===== src/design/sdd_pkg.sv =====
// Shared types and constants for the signed base-b digit decomposition unit.
// No dependencies; sdd_front, sdd_back, the top level and sdd_checker import this package.
`default_nettype none

package sdd_pkg;

  // Field widths fixed by the interface.
  localparam int unsigned CfgBaseWidth   = 33;
  localparam int unsigned CfgLevelsWidth = 7;
  localparam int unsigned LevelWidth     = 6;

  // Configuration register indexes.
  localparam logic CFG_BASE   = 1'b0;
  localparam logic CFG_LEVELS = 1'b1;

  // Reset values of the configuration registers.
  localparam logic [CfgBaseWidth-1:0]   BaseReset   = 33'd2;
  localparam logic [CfgLevelsWidth-1:0] LevelsReset = 7'd1;

  // Back-end sequencer states.
  typedef enum logic [1:0] {
    ST_FETCH,
    ST_DIV,
    ST_HOLD
  } sdd_state_t;

endpackage

`default_nettype wire


===== src/design/sdd_fifo.sv =====
// Two-entry item queue between the front end and the back end.
// Depends on no package; data width is a parameter.
`default_nettype none

module sdd_fifo #(
  parameter int unsigned DATA_W = 8
) (
  input  wire logic              clk,
  input  wire logic              rst,
  input  wire logic              push,
  input  wire logic [DATA_W-1:0] push_data,
  output logic                   full,
  input  wire logic              pop,
  output logic [DATA_W-1:0]      pop_data,
  output logic                   not_empty
);

  logic [DATA_W-1:0] mem [2];
  logic              wr_ptr;
  logic              rd_ptr;
  logic [1:0]        count;

  assign full      = (count == 2'd2);
  assign not_empty = (count != 2'd0);
  assign pop_data  = mem[rd_ptr];

  // Storage is written only on a push.
  always_ff @(posedge clk) begin
    if (push) begin
      mem[wr_ptr] <= push_data;
    end
  end

  // Pointers and fill count.
  always_ff @(posedge clk) begin
    if (rst) begin
      wr_ptr <= 1'b0;
      rd_ptr <= 1'b0;
      count  <= 2'd0;
    end else begin
      if (push) begin
        wr_ptr <= ~wr_ptr;
      end
      if (pop) begin
        rd_ptr <= ~rd_ptr;
      end
      if (push && !pop) begin
        count <= count + 2'd1;
      end else if (pop && !push) begin
        count <= count - 2'd1;
      end
    end
  end

endmodule

`default_nettype wire


===== src/design/sdd_front.sv =====
// Front end: configuration registers, their clamping, and input classification.
// Depends on sdd_pkg.
`default_nettype none

module sdd_front #(
  parameter int unsigned COEFF_WIDTH = 64,
  parameter int unsigned BASE_WIDTH  = 33,
  parameter int unsigned MAX_LEVELS  = 64
) (
  input  wire logic                                clk,
  input  wire logic                                rst,
  input  wire logic                                cfg_write,
  input  wire logic                                cfg_index,
  input  wire logic [sdd_pkg::CfgBaseWidth-1:0]    cfg_data,
  input  wire logic [COEFF_WIDTH-1:0]              coefficient,
  output logic                                     neg,
  output logic [COEFF_WIDTH-1:0]                   mag,
  output logic [BASE_WIDTH-1:0]                    eff_base,
  output logic [sdd_pkg::LevelWidth-1:0]           last_level
);
  import sdd_pkg::*;

  localparam logic [CfgBaseWidth-1:0]   TopBase = CfgBaseWidth'(1) << (BASE_WIDTH - 1);
  localparam logic [CfgLevelsWidth-1:0] MaxLv   = CfgLevelsWidth'(MAX_LEVELS);

  logic [CfgBaseWidth-1:0]   base;
  logic [CfgLevelsWidth-1:0] levels;
  logic [CfgBaseWidth-1:0]   base_clamped;
  logic [CfgLevelsWidth-1:0] levels_clamped;

  // Configuration registers.
  always_ff @(posedge clk) begin
    if (rst) begin
      base   <= BaseReset;
      levels <= LevelsReset;
    end else if (cfg_write) begin
      case (cfg_index)
        CFG_BASE:   base   <= cfg_data;
        CFG_LEVELS: levels <= cfg_data[CfgLevelsWidth-1:0];
        default:    ;
      endcase
    end
  end

  // Clamp base into [2, 2^(BASE_WIDTH-1)] and levels into [1, MAX_LEVELS].
  always_comb begin
    base_clamped = base;
    if (base < CfgBaseWidth'(2)) begin
      base_clamped = CfgBaseWidth'(2);
    end else if (base > TopBase) begin
      base_clamped = TopBase;
    end
    levels_clamped = levels;
    if (levels == '0) begin
      levels_clamped = CfgLevelsWidth'(1);
    end else if (levels > MaxLv) begin
      levels_clamped = MaxLv;
    end
  end

  assign eff_base   = base_clamped[BASE_WIDTH-1:0];
  assign last_level = LevelWidth'(levels_clamped - CfgLevelsWidth'(1));

  // Split the coefficient into sign and exact magnitude.
  assign neg = coefficient[COEFF_WIDTH-1];
  assign mag = neg ? (~coefficient + COEFF_WIDTH'(1)) : coefficient;

endmodule

`default_nettype wire


===== src/design/sdd_back.sv =====
// Back end: restoring divider that peels off one digit per pass, and the
// output register. Depends on sdd_pkg.
`default_nettype none

module sdd_back #(
  parameter int unsigned COEFF_WIDTH = 64,
  parameter int unsigned BASE_WIDTH  = 33
) (
  input  wire logic                           clk,
  input  wire logic                           rst,
  input  wire logic                           q_valid,
  input  wire logic                           q_neg,
  input  wire logic                           q_last,
  input  wire logic [COEFF_WIDTH-1:0]         q_mag,
  input  wire logic [BASE_WIDTH-1:0]          q_base,
  input  wire logic [sdd_pkg::LevelWidth-1:0] q_last_level,
  output logic                                q_pop,
  output logic                                out_valid,
  input  wire logic                           out_ready,
  output logic [sdd_pkg::LevelWidth-1:0]      level,
  output logic [BASE_WIDTH-1:0]               digit,
  output logic                                digit_last,
  output logic                                poly_last
);
  import sdd_pkg::*;

  localparam int unsigned CntW = $clog2(COEFF_WIDTH);

  sdd_state_t            state;
  sdd_state_t            state_next;
  logic [COEFF_WIDTH-1:0] quo;
  logic [BASE_WIDTH-1:0]  rem;
  logic [CntW-1:0]        cnt;
  logic                   neg;
  logic                   clast;
  logic [BASE_WIDTH-1:0]  base;
  logic [LevelWidth-1:0]  last_level;
  logic [LevelWidth-1:0]  lvl;
  logic [BASE_WIDTH-1:0]  trial;
  logic                   ge;
  logic                   out_free;
  logic                   emit;
  logic                   div_done;
  logic                   fin;

  assign out_free = !out_valid || out_ready;
  assign div_done = (cnt == CntW'(COEFF_WIDTH - 1));
  assign fin      = (lvl == last_level);

  // One restoring step: shift in the next dividend bit, subtract if it fits.
  assign trial = {rem[BASE_WIDTH-2:0], quo[COEFF_WIDTH-1]};
  assign ge    = (trial >= base);

  // Next state.
  always_comb begin
    state_next = state;
    case (state)
      ST_FETCH: begin
        if (q_valid) begin
          state_next = (q_mag == '0) ? ST_HOLD : ST_DIV;
        end
      end
      ST_DIV: begin
        if (div_done) begin
          state_next = ST_HOLD;
        end
      end
      ST_HOLD: begin
        if (out_free) begin
          if (fin) begin
            state_next = ST_FETCH;
          end else if (quo == '0) begin
            state_next = ST_HOLD;
          end else begin
            state_next = ST_DIV;
          end
        end
      end
      default: state_next = ST_FETCH;
    endcase
  end

  // Control outputs.
  always_comb begin
    q_pop = 1'b0;
    emit  = 1'b0;
    case (state)
      ST_FETCH: q_pop = q_valid;
      ST_HOLD:  emit  = out_free;
      default:  ;
    endcase
  end

  always_ff @(posedge clk) begin
    if (rst) begin
      state <= ST_FETCH;
    end else begin
      state <= state_next;
    end
  end

  // Divider datapath and per-item context.
  always_ff @(posedge clk) begin
    if (q_pop) begin
      quo        <= q_mag;
      rem        <= '0;
      cnt        <= '0;
      neg        <= q_neg;
      clast      <= q_last;
      base       <= q_base;
      last_level <= q_last_level;
      lvl        <= '0;
    end else if (state == ST_DIV) begin
      quo <= {quo[COEFF_WIDTH-2:0], ge};
      rem <= ge ? (trial - base) : trial;
      cnt <= cnt + CntW'(1);
    end else if (emit) begin
      rem <= '0;
      cnt <= '0;
      lvl <= lvl + LevelWidth'(1);
    end
  end

  // Output register.
  always_ff @(posedge clk) begin
    if (rst) begin
      out_valid <= 1'b0;
    end else if (emit) begin
      out_valid <= 1'b1;
    end else if (out_ready) begin
      out_valid <= 1'b0;
    end
  end

  always_ff @(posedge clk) begin
    if (emit) begin
      level      <= lvl;
      digit      <= neg ? (~rem + BASE_WIDTH'(1)) : rem;
      digit_last <= fin;
      poly_last  <= fin && clast;
    end
  end

endmodule

`default_nettype wire


===== src/design/signed_base_digit_decompose_unit.sv =====
// Top level of the signed base-b digit decomposition unit.
// Depends on sdd_pkg, sdd_front, sdd_fifo and sdd_back.
//
// Each coefficient item is split into sign and magnitude at the input and
// queued; the back end then produces one digit item per level, least
// significant first, each carrying the coefficient's sign. Each item is
// fetched from the queue, and each digit is divided out in the
// one-bit-per-cycle restoring divider and then handed to the output
// register; once the remaining magnitude is zero, further digits are
// handed on without dividing. The two-entry queue lets new items be
// accepted while earlier ones are divided.
`default_nettype none

module signed_base_digit_decompose_unit #(
  parameter int unsigned COEFF_WIDTH = 64,
  parameter int unsigned BASE_WIDTH  = 33,
  parameter int unsigned MAX_LEVELS  = 64
) (
  input  wire logic                             clk,
  input  wire logic                             rst,
  input  wire logic                             cfg_write,
  input  wire logic                             cfg_index,
  input  wire logic [sdd_pkg::CfgBaseWidth-1:0] cfg_data,
  input  wire logic                             in_valid,
  output logic                                  in_ready,
  input  wire logic [COEFF_WIDTH-1:0]           coefficient,
  input  wire logic                             coeff_last,
  output logic                                  out_valid,
  input  wire logic                             out_ready,
  output logic [sdd_pkg::LevelWidth-1:0]        level,
  output logic [BASE_WIDTH-1:0]                 digit,
  output logic                                  digit_last,
  output logic                                  poly_last
);
  import sdd_pkg::*;

  localparam int unsigned EntryW = COEFF_WIDTH + BASE_WIDTH + LevelWidth + 2;

  logic                   f_neg;
  logic [COEFF_WIDTH-1:0] f_mag;
  logic [BASE_WIDTH-1:0]  f_base;
  logic [LevelWidth-1:0]  f_last_level;
  logic                   q_full;
  logic                   q_valid;
  logic                   q_pop;
  logic [EntryW-1:0]      q_data;
  logic                   push;

  assign in_ready = !q_full;
  assign push     = in_valid && !q_full;

  sdd_front #(
    .COEFF_WIDTH(COEFF_WIDTH),
    .BASE_WIDTH (BASE_WIDTH),
    .MAX_LEVELS (MAX_LEVELS)
  ) u_front (
    .clk        (clk),
    .rst        (rst),
    .cfg_write  (cfg_write),
    .cfg_index  (cfg_index),
    .cfg_data   (cfg_data),
    .coefficient(coefficient),
    .neg        (f_neg),
    .mag        (f_mag),
    .eff_base   (f_base),
    .last_level (f_last_level)
  );

  sdd_fifo #(
    .DATA_W(EntryW)
  ) u_fifo (
    .clk      (clk),
    .rst      (rst),
    .push     (push),
    .push_data({f_neg, coeff_last, f_mag, f_base, f_last_level}),
    .full     (q_full),
    .pop      (q_pop),
    .pop_data (q_data),
    .not_empty(q_valid)
  );

  sdd_back #(
    .COEFF_WIDTH(COEFF_WIDTH),
    .BASE_WIDTH (BASE_WIDTH)
  ) u_back (
    .clk         (clk),
    .rst         (rst),
    .q_valid     (q_valid),
    .q_neg       (q_data[EntryW-1]),
    .q_last      (q_data[EntryW-2]),
    .q_mag       (q_data[EntryW-3 -: COEFF_WIDTH]),
    .q_base      (q_data[LevelWidth +: BASE_WIDTH]),
    .q_last_level(q_data[LevelWidth-1:0]),
    .q_pop       (q_pop),
    .out_valid   (out_valid),
    .out_ready   (out_ready),
    .level       (level),
    .digit       (digit),
    .digit_last  (digit_last),
    .poly_last   (poly_last)
  );

endmodule

`default_nettype wire


===== config.mk =====
export PLATFORM = sky130hd
export DESIGN_NAME = signed_base_digit_decompose_unit
export DESIGN_NICKNAME = d
export VERILOG_FILES = /design/src/design/sdd_pkg.sv /design/src/design/sdd_fifo.sv /design/src/design/sdd_front.sv /design/src/design/sdd_back.sv /design/src/design/signed_base_digit_decompose_unit.sv
export SDC_FILE = /design/constraint.sdc
export NUM_CORES = 1
export LEC_CHECK = 0
export ABC_AREA = 1
export BUFFER_PORTS_ARGS = -buffer_cell sky130_fd_sc_hd__buf_2
export CORE_ASPECT_RATIO = 0.6
export CORE_MARGIN = 2
export CORE_UTILIZATION = 45
export CTS_BUF_LIST = sky130_fd_sc_hd__clkbuf_8
export DETAILED_ROUTE_END_ITERATION = 10
export PLACE_DENSITY = 0.63
export SYNTH_ARGS = -nofsm -noshare
export SYNTH_HDL_FRONTEND = slang
export SYNTH_SLANG_ARGS = --single-unit
export TNS_END_PERCENT = 50

===== constraint.sdc =====
create_clock -name clk -period 7.7 [get_ports clk]
set_input_delay 1.155 -clock clk [delete_from_list [all_inputs] [get_ports clk]]
set_output_delay 1.155 -clock clk [all_outputs]
set_load 0.01 [all_outputs]

==> results of run 1 <==
## synthesized netlist by cell type, types with 3 or more instances
master                     number
sky130_fd_sc_hd__xor2_1        89
sky130_fd_sc_hd__clkbuf_1      58
sky130_fd_sc_hd__buf_1          4
sky130_fd_sc_hd__nand2_1      758
sky130_fd_sc_hd__o21ai_0      140
sky130_fd_sc_hd__a21oi_1       89
sky130_fd_sc_hd__a21oi_2       27
sky130_fd_sc_hd__mux2i_1        8
sky130_fd_sc_hd__nor3_1        37
sky130_fd_sc_hd__dfxtp_1       93
sky130_fd_sc_hd__or2_2          4
sky130_fd_sc_hd__nor3_2         3
sky130_fd_sc_hd__o21ai_1       17
sky130_fd_sc_hd__or2_1         12
sky130_fd_sc_hd__buf_2         12
sky130_fd_sc_hd__nand4_1       41
sky130_fd_sc_hd__edfxtp_1     356
sky130_fd_sc_hd__nor4_1        15
sky130_fd_sc_hd__inv_1        351
sky130_fd_sc_hd__nand2_2        6
sky130_fd_sc_hd__nor2_2        11
sky130_fd_sc_hd__nand3_2       23
sky130_fd_sc_hd__and2_1        10
sky130_fd_sc_hd__nand3b_1       6
sky130_fd_sc_hd__ha_1          39
sky130_fd_sc_hd__a31oi_1       15
sky130_fd_sc_hd__buf_6          7
sky130_fd_sc_hd__inv_2         22
sky130_fd_sc_hd__xnor2_1       24
sky130_fd_sc_hd__nand3_1      124
sky130_fd_sc_hd__nor2_1       253
## sequential cells by signal, summed over array words and instances, names as in the netlist, 7 cells and up, named ones only
register,flops
u_back.rem,33
u_front.base,33
u_back.base,33
u_front.levels,7
u_back.quo,64
u_back.digit,33
u_fifo.mem,210
## placed cells by master, fill, tap and decap left out, drive strengths merged, types with 15 or more instances in the layout
cell,count
inv,408
ha,39
buf,162
xor2,89
nor4,15
o21ai,159
dfxtp,93
nand4,42
nand3,148
nand2,765
a21oi,116
clkbuf,75
xnor2,24
edfxtp,356
nor2,267
or2,17
nor3,40
a31oi,15
## stage by stage
stage               utilization, %  setup slack, ps  hold WS [ps]
finish                       50.96             4557         450.7
global route                 50.96             4367         499.2
CTS                          50.96             4565         454.0
detailed placement           48.31             4310         429.4
global placement             48.31             4426         423.5
floorplan                        -             1495         425.6
## worst max-delay path, stage by stage (launching register included)
cell	delay, ps
sky130_fd_sc_hd__dfxtp_1	430
sky130_fd_sc_hd__ha_1	500
sky130_fd_sc_hd__nand2_1	140
sky130_fd_sc_hd__nor2_1	160
sky130_fd_sc_hd__inv_1	70
sky130_fd_sc_hd__nor2_1	290
sky130_fd_sc_hd__nand3_4	490
sky130_fd_sc_hd__nand2_4	550
sky130_fd_sc_hd__nand2_1	120
sky130_fd_sc_hd__nand3_1	110
sky130_fd_sc_hd__a21oi_2	60
## metal layers
metal | up-vias | track usage [%]
met5 | - | 0
met4 | 0 | 4.683
met3 | 65 | 4.762
met2 | 599 | 29.33
met1 | 8515 | 39.73
li1 | 9074 | -
## cell families (layout without fill, tap and decap cells)
family | after synthesis | in the layout | synth area share [%]
DFF | 449 | 449 | 53.86
and+or+nand+nor | 1315 | 1315 | 24.26
muxes | 8 | 8 | 0.3436
adders and majority gates | 40 | 40 | 2.180
xor gates and xnor gates | 113 | 113 | 4.247
AOI/OAI and AO/OA | 305 | 305 | 7.366
buffers and inverters | 458 | 663 | 7.747
other | 0 | 1 | 0
## layout make-up
class / count / area [sq um]
Inverter: 374 / 1404
Timing Repair Buffer: 162 / 863.3
Antenna cell: 1 / 2.502
Sequential cell: 449 / 12560
Tap cell: 693 / 867.1
Multi-Input combinational cell: 1781 / 8991
Fill cell: 4907 / 25050
Clock inverter: 52 / 320.3
Clock buffer: 75 / 1032
## where the power goes
group	internal, mW	switching, mW	total (mW)
Clock	0.985	0.967	1.95
Combinational	0.782	2.12	2.91
Sequential	3.50	0.226	3.73
## path summary, 6_finish.rpt
path | depth (start not counted) | endpoint | slack [ps] | startpoint
worst max-delay path | 10 | u_back.rem[19] | 4560 | u_back.rem[22]
worst min-delay path | 1 | u_fifo.rd_ptr | 450 | u_fifo.rd_ptr
worst max register to register | 10 | u_back.rem[19] | 4560 | u_back.rem[22]
worst min register to register | 1 | u_fifo.rd_ptr | 450 | u_fifo.rd_ptr
==> results.md, run 1 <==
* Launching element type of the critical path: flop
* Most area-consuming cells after synthesis: sky130_fd_sc_hd__edfxtp_1 (46%), sky130_fd_sc_hd__nand2_1 (12%), sky130_fd_sc_hd__dfxtp_1 (8.0%)
* Maximum count of clock buffers along a single path at 3
* Metal1 wirelength at 33.76 mm
* Final net count at 2981
* Finished Layout Cells at 3587
* Number of CTS-inserted buffers at 69
* Clock transition time at the flip-flop clock pins of the worst setup and hold paths at 60 ps
* Net count after synthesis at 2832
* Hold violation total from the final report at 0
* Kind of capture point of the worst setup path: flop
* Final routed DRC violation total at 0
* Number of buffers added to fix hold violations after cts at 0
* Share of flip-flops with an asynchronous set or reset at 0%
* Number of global-route vias before repair at 16670
* Routed length per instance at 17.65 um
* Reported leakage power at 11.26 nW
* Relative area change from synthesis to final layout at 11.71%
* Slew of the pin with the lowest slew margin at 1224 ps
* Max-cap violations at 0
* Antenna violations before repair at 1
* Sequential element share of the synthesized area at 53.86%
* Die Area at 53690 sq um
* Count of flip-flops with a built-in enable after synthesis at 356
* Post-synthesis area per instance at 8.670 sq um
* Max FO, Critical Path at 35
* Router iterations before antenna repair at 8
* Total of buffers placed on input and output ports at 146
* Shortest clock period the worst path allows after layout at 3143 ps
* All-layer global routing usage at 23.34%
* TritonCTS clock tree: yes
* Pwr dens at 329.7 nW/um^2
* Hold Crit Class: reg2reg
* Maximum frequency from static timing analysis at 0.3181 GHz
* Largest net degree at the start of global routing at 162
* 1st-iter DRT viols at 1671
* Routability-driven placement congestion ratio at 0.9935
* Yosys reg bits at 449
* Setup Fix Bufs, Post-CTS at 0
* Post-synthesis instance area at 23310 sq um
* Number of standard-cell rows in the floorplan at 64
* Num Clock Sinks at 449
* Data arrival time of the worst path at 3630 ps
* Vias per cell at 5.089
* Y dimension of the die at 180.3 um
* Peak supply drop at 0.4194 mV
* Cell variety after synth at 57
* Fin. max-slew vios at 0
* Total wire length after detailed routing at 63.31 mm
* Leading register cell type out of synthesis: sky130_fd_sc_hd__edfxtp_1
* Period Utilization, post-route at 40.82%
* Setup total negative slack at 0 ps
* Slew margin rel. at 18.40%
* Ratio of cells with drive above 1 in the final layout at 12.75%
* HPWL reported at the end of detailed placement at 46.91 mm
* Result of the run: finished, final reports clean
* Routed wl met3 at 5.013 mm
* Highest metal layer used by the detailed router: met4
* Cell type with the highest aggregate area in the netlist: sky130_fd_sc_hd__edfxtp_1
* Number of nets with antenna violations after detailed routing at 0
* Total setup violations reported at the end of the flow at 0
* Vias at 18250
* Final clock skew at 51.12 ps
* Die extent in x at 297.8 um
* Clock network latency to the later pin of the worst-skew pair at 660 ps
* Syn. warnings at 0
* Number of placed I/O pins at 147
* Final total power at 8.583 mW
* Post-cts resize count at 0
* Core region area at 51090 sq um
* Congestion Overflow GR at 0
* Cell chosen for the clock root: sky130_fd_sc_hd__clkbuf_8
* Required @ worst endpoint at 8180 ps
* Yosys top cell area share at 45.87%
* Instance area after placement at 24680 sq um
* First-pass GRT wire length at 96.97 mm
* Count of H-tree levels built during CTS at 3
* Crit path kind: reg2reg
* Final instance area at 26040 sq um
* Initial core utilization at 45.62%
* Cell count after placement at 3459
* Unrepaired setup endpoints after global routing: false
* Count of mapped cells out of synthesis at 2688
* Routed wl met2 at 23.72 mm
(Power assumes the default switching activity.)
==> run 2, diff against run 1 <==
Clock period 7.7 ns to 3.3 ns, I/O delays scaled along.
==> run 2 against run 1 <==
  * Combinational power increased by 140%
  * Routed wire length increased by 2.1%
  * Final cell count up 0.22%
  * Via count increased by 1.4%
  * Core utilization is 0.22 points higher
  * Clock skew shrank 25 ps
  * Highest routed layer is now met5
==> results.md, run 2 (same netlist as run 1, synthesis figures left out) <==
* Worst-path cell chain: ha_1, nand2_1, nand2_1, nand2_1, and2_1, nor2_1, nor2_2, nand2_2, nor2_8, buf_4, nand3_1, nand3_1, a21oi_2
* Buffers and inverters on the worst path at 1
* Post-Place Worst Slack at 411.5 ps
* P_int at 12.41 mW
* Slowest-stage cell, CP: sky130_fd_sc_hd__dfxtp_1
* Final routed DRC violation total at 0
* Number of CTS-inserted buffers at 69
* Crit path max-delay family: simple AND/OR/NAND/NOR gates
* Ratio of cells with drive above 1 in the final layout at 12.92%
* Shortest clock period the worst path allows after layout at 2768 ps
* Metal1 wirelength at 34.44 mm
* Period Utilization, post-route at 83.87%
* Final clock skew at 26.26 ps
* Clock group share of total power at 22.7%
* Max reg flops at 210
* Reported leakage power at 11.32 nW
* Unrepaired setup endpoints after global routing: false
* Total of buffers placed on input and output ports at 146
* Pwr dens at 770.9 nW/um^2
* Capture instance of the worst register-to-register path: u_back.rem[16]
* Number of standard-cell rows in the floorplan at 64
* Cell count of the worst reg-to-reg path at 13
* Number of global-route vias before repair at 16900
* Register Area at 12560 sq um
* Kind of capture point of the worst setup path: flop
* Fill cell count at 4906
* Router iterations before antenna repair at 6
* Total wire length after detailed routing at 64.64 mm
* Routed length per instance at 17.98 um
* Start of the worst register-to-register path: u_back.rem[25]
* Vias at 18520
* Footprint of the multi-input gates at 8986 sq um
* Share of power burned in combinational logic at 34.1%
* CP dominant cell by count: sky130_fd_sc_hd__nand2_1
* Required @ worst endpoint at 3770 ps
* Number of nets with antenna violations after detailed routing at 0
* Startpoint of the worst hold path: rst
* Sequential group share of total power at 43.1%
* Worst hold-check slack at 81.44 ps
* Number of placed I/O pins at 147
* Terminating pin of the worst hold path: u_back.out_valid
* Biggest register: u_fifo.mem
* Setup Fix Bufs, Post-CTS at 0
* Setup WS post-layout at 532.2 ps
* Switch share at 38.46%
* Max FO, Critical Path at 20
* Slew margin rel. at 33.47%
* Utilization of the core after routing at 51.18%
* First-pass GRT wire length at 98.98 mm
* Peak supply drop at 0.7184 mV
* Leading cell types in the layout, fill and taps excluded: sky130_fd_sc_hd__nand2_1 (757), sky130_fd_sc_hd__inv_1 (380), sky130_fd_sc_hd__edfxtp_1 (356)
* Num Clock Sinks at 449
* Clock transition time at the flip-flop clock pins of the worst setup and hold paths at 70 ps
* Largest registers: u_fifo.mem (210), u_back.quo (64)
* Antenna violations before repair at 2
* Most common cell after layout, fill and taps aside: sky130_fd_sc_hd__nand2_1
* Routed wl met3 at 5.911 mm
* Number of buffers added to fix hold violations after cts at 0
* Hold Crit Class: in2reg
* Count of H-tree levels built during CTS at 3
* Routability-driven placement congestion ratio at 1.030
* TritonCTS clock tree: yes
* Total setup violations reported at the end of the flow at 0
* Congestion Overflow GR at 0
* HPWL reported at the end of detailed placement at 48.92 mm
* Crit path kind: reg2reg
* Post-cts resize count at 0
* NetSw at 7.753 mW
* Diodes inserted at 0
* Maximum count of clock buffers along a single path at 3
* Final total power at 20.16 mW
* Cell count after placement at 3470
* Core region area at 51090 sq um
* Relative area change from synthesis to final layout at 12.20%
* Maximum frequency from static timing analysis at 0.3613 GHz
* Routed wl met2 at 23.41 mm
* Highest metal layer used by the detailed router: met5
* Vias per cell at 5.150
* Max-cap violations at 0
* Cell chosen for the clock root: sky130_fd_sc_hd__clkbuf_8
* Worst hold path depth at 2
* Maximum cell stage delay along the critical path at 570 ps
* Slew of the pin with the lowest slew margin at 996.8 ps
* Y dimension of the die at 180.3 um
* Largest net degree at the start of global routing at 162
* All-layer global routing usage at 23.77%
* Die extent in x at 297.8 um
* Data arrival time of the worst path at 3240 ps
* R2r setup slk at 530 ps
* Final net count at 2992
* Launching element type of the critical path: flop
* 1st-iter DRT viols at 1853
* Result of the run: finished, final reports clean
* Initial core utilization at 45.62%
* Fin. max-slew vios at 0
* Hold violation total from the final report at 0
* Die Area at 53690 sq um
* Finished Layout Cells at 3595
* Clock network latency to the later pin of the worst-skew pair at 640 ps
## run 2: cell types whose count changed in the layout (fill, tap and decap cells not counted)
cell,previous run,this run
sky130_fd_sc_hd__buf_4,15,23
sky130_fd_sc_hd__clkinv_1,4,9
sky130_fd_sc_hd__clkinv_2,7,3
sky130_fd_sc_hd__buf_12,1,4
sky130_fd_sc_hd__clkinvlp_4,3,0
sky130_fd_sc_hd__clkinv_8,2,0
sky130_fd_sc_hd__inv_1,382,380
sky130_fd_sc_hd__bufinv_16,2,3
sky130_fd_sc_hd__clkbuf_8,75,76
sky130_fd_sc_hd__clkinv_4,0,1
sky130_fd_sc_hd__diode_2,1,0
sky130_fd_sc_hd__inv_8,0,1
sky130_fd_sc_hd__nor2_2,9,10
sky130_fd_sc_hd__nor2_4,6,5
## run 2: final cells by class
cell class              count  share of cell area, %
repair buffers            173                  3.761
well taps                 693                  3.316
clock buffers              76                  4.000
multi-input cells        1781                  34.37
inverters                 374                  5.369
flip-flops and latches    449                  48.02
clock inverters            49                  1.172
## run 2: per-stage QoR
stage / cell area, sq um / TNS, ps
final: 26150 / 0
after global routing: 26150 / 0
after CTS: 26150 / 0
after detailed placement: 24800 / 0
after global placement: 24800 / 0
after floorplan: 23310 / -106060
## run 2: worst reg2reg max path: stages, from the launching register on
cell and delay (ps):
sky130_fd_sc_hd__dfxtp_1 570, sky130_fd_sc_hd__ha_1 420, sky130_fd_sc_hd__nand2_1 120, sky130_fd_sc_hd__nand2_1 80, sky130_fd_sc_hd__nand2_1 80, sky130_fd_sc_hd__and2_1 170
sky130_fd_sc_hd__nor2_1 60, sky130_fd_sc_hd__nor2_2 110, sky130_fd_sc_hd__nand2_2 100, sky130_fd_sc_hd__nor2_8 250, sky130_fd_sc_hd__buf_4 360, sky130_fd_sc_hd__nand3_1 140
sky130_fd_sc_hd__nand3_1 120, sky130_fd_sc_hd__a21oi_2 60
## run 2: power groups by stage
stage               Clock (mW)  Combinational [mW]  Sequential (mW)
global placement             0                6.74             8.77
CTS                       4.71                6.84             8.70
global route              4.95                7.68             8.84
floorplan                    0                4.57             8.74
detailed placement           0                6.81             8.81
finish                    4.59                6.88             8.69
## run 2: how the worst max path moves through the flow
stage,cells past startpoint,from,slack [ps],end
finish,13,u_back.rem[25],530,u_back.rem[16]
detailed placement,12,coefficient[0],410,u_fifo.mem[1][59]
CTS,13,u_back.rem[25],600,u_back.rem[14]
floorplan,4,u_fifo.count[0],-510,u_fifo.mem[1][0]
global route,13,u_back.rem[25],350,u_back.rem[0]
global placement,12,coefficient[0],400,u_fifo.mem[0][59]
## run 2: metal layers
layer | track usage, % | vias to the layer above
met2 | 28.46 | 679
li1 | - | 9113
met4 | 4.643 | 2
met1 | 41.00 | 8652
met5 | 0 | -
met3 | 5.883 | 70
